===== src/rtl/gn2d_pkg.sv =====
package gn2d_pkg;

	// fraction bits of the coordinates and of all internal fixed-point values
	localparam int FRAC_BITS = 16;
	localparam int ONE_FX    = 1 << FRAC_BITS;
	localparam int HALF_FX   = 1 << (FRAC_BITS - 1);

	// fade output, 0 .. ONE_FX
	localparam int FADE_W = FRAC_BITS + 1;

	localparam int NOISE_W = 17;

	localparam logic [7:0] PERM_ROM [256] = '{
		8'd151, 8'd160, 8'd137, 8'd91,  8'd90,  8'd15,  8'd131, 8'd13,
		8'd201, 8'd95,  8'd96,  8'd53,  8'd194, 8'd233, 8'd7,   8'd225,
		8'd140, 8'd36,  8'd103, 8'd30,  8'd69,  8'd142, 8'd8,   8'd99,
		8'd37,  8'd240, 8'd21,  8'd10,  8'd23,  8'd190, 8'd6,   8'd148,
		8'd247, 8'd120, 8'd234, 8'd75,  8'd0,   8'd26,  8'd197, 8'd62,
		8'd94,  8'd252, 8'd219, 8'd203, 8'd117, 8'd35,  8'd11,  8'd32,
		8'd57,  8'd177, 8'd33,  8'd88,  8'd237, 8'd149, 8'd56,  8'd87,
		8'd174, 8'd20,  8'd125, 8'd136, 8'd171, 8'd168, 8'd68,  8'd175,
		8'd74,  8'd165, 8'd71,  8'd134, 8'd139, 8'd48,  8'd27,  8'd166,
		8'd77,  8'd146, 8'd158, 8'd231, 8'd83,  8'd111, 8'd229, 8'd122,
		8'd60,  8'd211, 8'd133, 8'd230, 8'd220, 8'd105, 8'd92,  8'd41,
		8'd55,  8'd46,  8'd245, 8'd40,  8'd244, 8'd102, 8'd143, 8'd54,
		8'd65,  8'd25,  8'd63,  8'd161, 8'd1,   8'd216, 8'd80,  8'd73,
		8'd209, 8'd76,  8'd132, 8'd187, 8'd208, 8'd89,  8'd18,  8'd169,
		8'd200, 8'd196, 8'd135, 8'd130, 8'd116, 8'd188, 8'd159, 8'd86,
		8'd164, 8'd100, 8'd109, 8'd198, 8'd173, 8'd186, 8'd3,   8'd64,
		8'd52,  8'd217, 8'd226, 8'd250, 8'd124, 8'd123, 8'd5,   8'd202,
		8'd38,  8'd147, 8'd118, 8'd126, 8'd255, 8'd82,  8'd85,  8'd212,
		8'd207, 8'd206, 8'd59,  8'd227, 8'd47,  8'd16,  8'd58,  8'd17,
		8'd182, 8'd189, 8'd28,  8'd42,  8'd223, 8'd183, 8'd170, 8'd213,
		8'd119, 8'd248, 8'd152, 8'd2,   8'd44,  8'd154, 8'd163, 8'd70,
		8'd221, 8'd153, 8'd101, 8'd155, 8'd167, 8'd43,  8'd172, 8'd9,
		8'd129, 8'd22,  8'd39,  8'd253, 8'd19,  8'd98,  8'd108, 8'd110,
		8'd79,  8'd113, 8'd224, 8'd232, 8'd178, 8'd185, 8'd112, 8'd104,
		8'd218, 8'd246, 8'd97,  8'd228, 8'd251, 8'd34,  8'd242, 8'd193,
		8'd238, 8'd210, 8'd144, 8'd12,  8'd191, 8'd179, 8'd162, 8'd241,
		8'd81,  8'd51,  8'd145, 8'd235, 8'd249, 8'd14,  8'd239, 8'd107,
		8'd49,  8'd192, 8'd214, 8'd31,  8'd181, 8'd199, 8'd106, 8'd157,
		8'd184, 8'd84,  8'd204, 8'd176, 8'd115, 8'd121, 8'd50,  8'd45,
		8'd127, 8'd4,   8'd150, 8'd254, 8'd138, 8'd236, 8'd205, 8'd93,
		8'd222, 8'd114, 8'd67,  8'd29,  8'd24,  8'd72,  8'd243, 8'd141,
		8'd128, 8'd195, 8'd78,  8'd66,  8'd215, 8'd61,  8'd156, 8'd180
	};

endpackage


===== src/rtl/gn2d_fade.sv =====
// quintic fade 6t^5 - 15t^4 + 10t^3, four register stages
module gn2d_fade (
	input  logic                              clk,
	input  logic [3:0]                        en,  // stage loads, first stage in bit 0
	input  logic [gn2d_pkg::FRAC_BITS-1:0]    t,
	output logic [gn2d_pkg::FADE_W-1:0]       f
);

	localparam int F    = gn2d_pkg::FRAC_BITS;
	localparam int PW   = 2 * F + 4;
	localparam int P2W  = F + 4;

	logic [F-1:0]     t_s1, t_s2;
	logic [2*F-1:0]   tt_s1;
	logic [F:0]       t2_s2, t3_s3;
	logic [P2W-1:0]   p2_s2, p2_s3;
	logic [F:0]       f_s4;

	logic [2*F:0]     t2_sum;
	logic [PW-1:0]    poly;
	logic [PW:0]      p2_sum;
	logic [2*F+1:0]   t3_sum;
	logic [2*F+5:0]   f_sum;
	logic [F+5:0]     f_raw;

	always_comb begin
		t2_sum = {1'b0, tt_s1} + (2*F+1)'(gn2d_pkg::HALF_FX);
		// 10 - 15t + 6t^2, scaled by one squared; never negative
		poly   = (PW'(10) << (2 * F)) + PW'(tt_s1) * PW'(6)
			- ((PW'(t_s1) * PW'(15)) << F);
		p2_sum = {1'b0, poly} + (PW+1)'(gn2d_pkg::HALF_FX);
		t3_sum = (2*F+2)'(t2_s2) * (2*F+2)'(t_s2) + (2*F+2)'(gn2d_pkg::HALF_FX);
		f_sum  = (2*F+6)'(t3_s3) * (2*F+6)'(p2_s3) + (2*F+6)'(gn2d_pkg::HALF_FX);
		f_raw  = f_sum[2*F+5:F];
	end

	always_ff @(posedge clk) begin
		if (en[0]) begin
			t_s1  <= t;
			tt_s1 <= (2*F)'(t) * (2*F)'(t);
		end
		if (en[1]) begin
			t_s2  <= t_s1;
			t2_s2 <= t2_sum[2*F:F];
			p2_s2 <= p2_sum[F+P2W-1:F];
		end
		if (en[2]) begin
			t3_s3 <= t3_sum[2*F:F];
			p2_s3 <= p2_s2;
		end
		if (en[3]) begin
			if (f_raw > (F+6)'(gn2d_pkg::ONE_FX))
				f_s4 <= (F+1)'(gn2d_pkg::ONE_FX);
			else
				f_s4 <= f_raw[F:0];
		end
	end

	assign f = f_s4;

endmodule

===== config.mk =====
export PLATFORM = sky130hd
export DESIGN_NAME = gn2d_fade
export DESIGN_NICKNAME = d
export VERILOG_FILES = /design/src/rtl/gn2d_pkg.sv /design/src/rtl/gn2d_fade.sv
export SDC_FILE = /design/constraint.sdc
export NUM_CORES = 2
export LEC_CHECK = 0
export ABC_AREA = 1
export BUFFER_PORTS_ARGS = -buffer_cell sky130_fd_sc_hd__buf_2
export CAP_MARGIN = 40
export CELL_PAD_IN_SITES_DETAIL_PLACEMENT = 0
export CELL_PAD_IN_SITES_GLOBAL_PLACEMENT = 1
export CORE_AREA = 2 2 336 338
export DETAILED_ROUTE_END_ITERATION = 12
export DIE_AREA = 0 0 338 340
export PLACE_DENSITY_LB_ADDON = 0.1
export SKIP_LAST_GASP = 1
export SLEW_MARGIN = 20
export SYNTH_ARGS = -nofsm -noshare
export SYNTH_HDL_FRONTEND = slang
export SYNTH_SLANG_ARGS = --single-unit

===== constraint.sdc =====
create_clock -name clk -period 7.85 [get_ports clk]
set_input_delay 0.785 -clock clk [delete_from_list [all_inputs] [get_ports clk]]
set_output_delay 0.785 -clock clk [all_outputs]
set_load 0.05 [all_outputs]

# Word level (Yosys, flattened, before mapping)
# Cells that the tools add are included.
# word_totals
register_bits,155
latch_bits,0
ram_bits,0
mem_bits_ro,0
inputBits,21
output_inout_bits,17
memories,0
# op_classes
addsub,6
n_mul,5
n_div,0
order_cmp,1
n_eq_ne,0
shift,0
muxes,0
bitwise,0
reduce_logical,0
# ops
operator,n
$add 37x16->38 const B,1
$mul 17x20->37,1
$add 36x16->36 const B,1
$add 36x35->36 const A,1
$sub 36x36->36,1
$mul 32x2->34 const B,1
$add 32x16->33 const B,1
$add 33x16->33 const B,1
$mul 17x16->33,1
$mul 16x16->32,1
$gt 22x17->1 const B,1
$mul 16x4->20 const B,1

# Longest topological paths before layout
# depth
depth_word,4
ltp_mapped,37
ltp_nobuf,34

# Least setup slack after synthesis
# OpenSTA, ideal clock, no wires.
# synth_path
path_type,input to register
from,input t[12] (netlist name)
to,register tt_s1[22] (data pin)
arrival_ps,5910
required_ps,7592
setup_slack_ps,1682
cell_stages,21
path_buffers,2
path_cell_list,clkbuf_1 > clkbuf_1 > nand2_1 > fa_1 > inv_1 > fa_1 > fa_1 > inv_1 > fa_1 > fa_1 > fa_1 > inv_1 > ha_1 > nand2_1 > nor2_1 > inv_1 > nor4_1 > a21oi_1 > o21ai_0 > a21oi_1 > xnor2_1
# synth_via
elab_chain_cells,1
# synth_rtl
item,line,rtl
"start, declared",gn2d_fade.sv:5,"input logic [gn2d_pkg::FRAC_BITS-1:0] t,"
$mul 16x16->32,gn2d_fade.sv:40,tt_s1 <= (2*F)'(t) * (2*F)'(t);
"end signal, assigned",gn2d_fade.sv:40,
"end, declared",gn2d_fade.sv:14,logic [2*F-1:0] tt_s1;
# Every way passes these cells.
# A chain may end at the register's enable or synchronous reset.

# Final worst setup path
# layout_path
from,register t3_s3[2]
to,register f_s4[2] (netlist: f[2]) (data pin)
# layout_via
elab_chain_cells,3
# layout_rtl
item,line,rtl
"start, declared",gn2d_fade.sv:15,"logic [F:0] t2_s2, t3_s3;"
"start signal, assigned",gn2d_fade.sv:48,t3_s3 <= t3_sum[2*F:F];
$mul 17x20->37 (*),gn2d_fade.sv:33,f_sum = (2*F+6)'(t3_s3) * (2*F+6)'(p2_s3) + (2*F+6)'(gn2d_pkg::HALF_FX);
$add 37x16->38 (*),gn2d_fade.sv:33,
$gt 22x17->1,gn2d_fade.sv:52,if (f_raw > (F+6)'(gn2d_pkg::ONE_FX))
"end signal, assigned",gn2d_fade.sv:53,f_s4 <= (F+1)'(gn2d_pkg::ONE_FX);
"end signal, assigned",gn2d_fade.sv:55,f_s4 <= f_raw[F:0];
"end, declared",gn2d_fade.sv:17,logic [F:0] f_s4;
# Mark *: on every way between the ends. The rest lies on a longest branch, timed or not.

==> results.md <==
- Adder-cell share of the synthesized area: 49.0%
- Gp weighted congestion: 0.839
- GRT Util Overall: 19.8%
- Crit path DAT: 7.04 ns
- Top-Level Pins: 38
- Routed WL: around 110000 µm
- Largest net degree at the start of global routing: 54
- Minimum clock period: 6.80 ns
- Max clock buf depth: 2
- Die area: roughly 110000 µm²
- Commonest register cell after synthesis: edfxtp_1
- Crit. End Element: flip-flop
- WP data required: 8.08 ns
- Relative slew slack: around two fifths
- Vias in the first global route: 31800
- # fillers: about 12000
- Type of the most critical hold path: flip-flop to flip-flop
- Drt pass-1 iters: 7
- Slew Limit Fails: 0
- CTS tree: built
- Die Wd: ~340 µm
- Final Hold Fails: 0
- CTS sink cnt: between 150 and 200
- Synthesized area: 38800 µm²
- Syn avg cell area: between 8 and 9 µm²
- Mux contribution to synthesized area: 0%
- Layout cells sized above 1: 4.18%
- Net Count, Synth: between 5000 and 6000
- Routed vias/inst: between 4 and 5
- Clock slew at reported path FFs: about 0.070 ns
- Storage cell area: 4590 µm²
- RSZ-0062 raised after global routing: false
- Cell family with most CP delay: adder cells
- Buf/Inv on CP: 4
- Seq cells post-synth: 153
- Synth Area in Simple Gates: about 16%
- Area growth from synthesis to layout: 7.03%
- Initial DRC Count: around 1300
- Initial antenna violation count: 8
- Slowest cell on crit path: edfxtp_1
- Outcome: complete, no violations
- Core area: 112000 µm²
- Post-CTS sizing: 0
- Post-route ant nets: 0
- Final setup fails: 0
- Post-synth EDFFs: 153
- Synth Area in Compound Gates: 5.35%
- Half-perimeter wire length after placement: 92200 µm
- Cts hold-fix bufs: 0
- Crit share post-route: 86.6%
- Die Span Y: 340 µm
- Grt ovf: 0
- Site Rows: 123
- Post-Place Cells: 6251
- Largest family of logic cells by synthesized area: adder cells
- Fin cells: 6291
- Post-Synthesis Cells: 4821
- Worst path max stage delay: 0.68 ns
- Crit Path Category: flip-flop to flip-flop
- Critical Path Fanout Max: 16
- DR vias: about 29000
- Count of unique library cells instantiated by Yosys: 51
- Top-area cell type share of the netlist area: 34.6%
- Setup tns final: 0 ns
- Clk_lat worst skew: 0.51 ns
- Area contributors post-synth: fa_1, ha_1, inv_1
- Synth Area in XOR/XNOR: 3.18%
- TritonCTS Buffers: 17
- Total number of yosys warnings: 0
- Actual slew at the worst max-slew pin: 0.891 ns
- Drc violations: 0
- Sequence of cells on the critical path: buf_4 > nand2_1 > fa_1 > fa_1 > fa_1 > inv_1 > fa_1 > fa_1 > inv_1 > fa_1 > inv_1 > ha_1 > a21oi_1 > nand2_1 > a21oi_1 > nand2_1 > xor2_1 > nor2_1 > nand2_1 > nor2_1 > nand2_1 > nand2_2 > nand2_4 > nor2_1
- Register area share after synthesis: 11.8%
- Synth area leader: fa_1
- Layout Nets: 5913
- First-pass GRT wire length: 176000 µm
- Effective utilization at floorplan: between 30% and 40%
- Clock Skew: 0.0294 ns
- Max-Cap Viols: 0
- IO Port Bufs: 37
- WL per Instance: roughly 17 µm
- CP dominant cell by count: fa_1
- CTS root buf: clkbuf_16
- Worst setup SP type: flip-flop
- Multi-input logic area: between 20000 and 30000 µm²
- Maximum clock rate: 147 MHz
- Post-CTS setup buffers: 0
- Asr flop ratio synth: 0%
- H-tree depth: 4
==> worst register-to-register path: stages (launching register included) <==
cell	delay [ns]
edfxtp_1	0.68
buf_4	0.33
nand2_1	0.11
fa_1	0.58
fa_1	0.49
fa_1	0.55
inv_1	0.05
fa_1	0.51
fa_1	0.50
inv_1	0.05
fa_1	0.47
inv_1	0.04
ha_1	0.30
a21oi_1	0.25
nand2_1	0.17
a21oi_1	0.29
nand2_1	0.18
xor2_1	0.24
nor2_1	0.08
nand2_1	0.10
nor2_1	0.07
nand2_1	0.07
nand2_2	0.06
nand2_4	0.30
nor2_1	0.09
==> cells by family (layout without fill, tap and decap cells) <==
logic type,after synthesis,in the layout
flops,153,153
buf+inv,1556,1525
other cells,1,2
xor+xnor,141,141
compound gates,376,376
fa+ha+maj,1115,1115
simple gates,1479,1479
==> state kept, by name (all words and copies together) (netlist names) <==
signal / cells
t2_s2: 17
p2_s3: 20
p2_s2: 20
t3_s3: 17
t_s2: 16
f: 17
t_s1: 16
tt_s1: 30
==> Yosys cell counts (all sizes together) (3+ instances only) <==
| cell type | number |
|---|---|
| a21boi | 8 |
| a21o | 8 |
| a21oi | 203 |
| a31oi | 7 |
| buf | 4 |
| clkbuf | 161 |
| edfxtp | 153 |
| fa | 671 |
| ha | 444 |
| inv | 1391 |
| nand2 | 1152 |
| nand3 | 72 |
| nand3b | 3 |
| nand4 | 16 |
| nor2 | 181 |
| nor3 | 36 |
| nor4 | 12 |
| o211ai | 8 |
| o21a | 8 |
| o21ai | 99 |
| o21bai | 23 |
| o31ai | 4 |
| or2 | 3 |
| xnor2 | 52 |
| xor2 | 89 |
==> layer usage <==
metal / GRT usage (%) / vias to the layer above / wire, µm
li1: - / 14100 / -
met1: 27.9 / 14400 / 52200
met2: 33.7 / 338 / 51500
met3: 1.36 / 62 / 2450
met4: 3.41 / 0 / 1360
met5: 0 / - / 0
==> per-stage QoR <==
step | utilization, % | setup WS, ns | cell area, µm² | hold slack, ns
after global placement | 36.3 | 0.994 | 40500 | 0.404
final | 37.2 | 1.05 | 41500 | 0.417
after CTS | 37.1 | 0.937 | 41400 | 0.418
after detailed placement | 36.5 | 0.965 | 40700 | 0.405
after global routing | 37.2 | 0.663 | 41500 | 0.423
after floorplan | - | 1.68 | 38800 | 0.400
==> path summary, 6_finish.rpt <==
path,from,to,slack (ns),depth (start not counted)
setup reg to reg,t3_s3[2]$_DFFE_PP_,f[2]$_SDFFCE_PN0P_,1.05,24
hold reg to reg,p2_s2[12]$_DFFE_PP_,p2_s3[12]$_DFFE_PP_,0.42,0
hold / removal,p2_s2[12]$_DFFE_PP_,p2_s3[12]$_DFFE_PP_,0.42,0
setup / recovery,t3_s3[2]$_DFFE_PP_,f[2]$_SDFFCE_PN0P_,1.05,24
==> layout by cell type, fill, tap and decap left out, drive strengths merged, types with 17 or more instances in the layout <==
master	synthesis	routed
ha	444	444
nor2	181	181
nand2	1152	1152
a21oi	203	203
fa	671	671
o21bai	23	23
inv	1391	1397
o21ai	99	99
edfxtp	153	153
clkbuf	161	17
buf	4	102
xor2	89	89
xnor2	52	52
nor3	36	36
nand3	72	72
==> cell type report <==
| type | count | area share [%] |
|---|---|---|
| diodes | 1 | 0.00603 |
| multi-input cells | 3112 | 68.2 |
| clock inverters | 15 | 0.564 |
| flip-flops and latches | 153 | 11.1 |
| clock buffers | 17 | 1.02 |
| repair buffers | 102 | 2.00 |
| well taps | 1500 | 4.52 |
| inverters | 1391 | 12.6 |
Power is not shown: default switching activity piles up to over one toggle a cycle in this logic, so the estimate is an artifact.
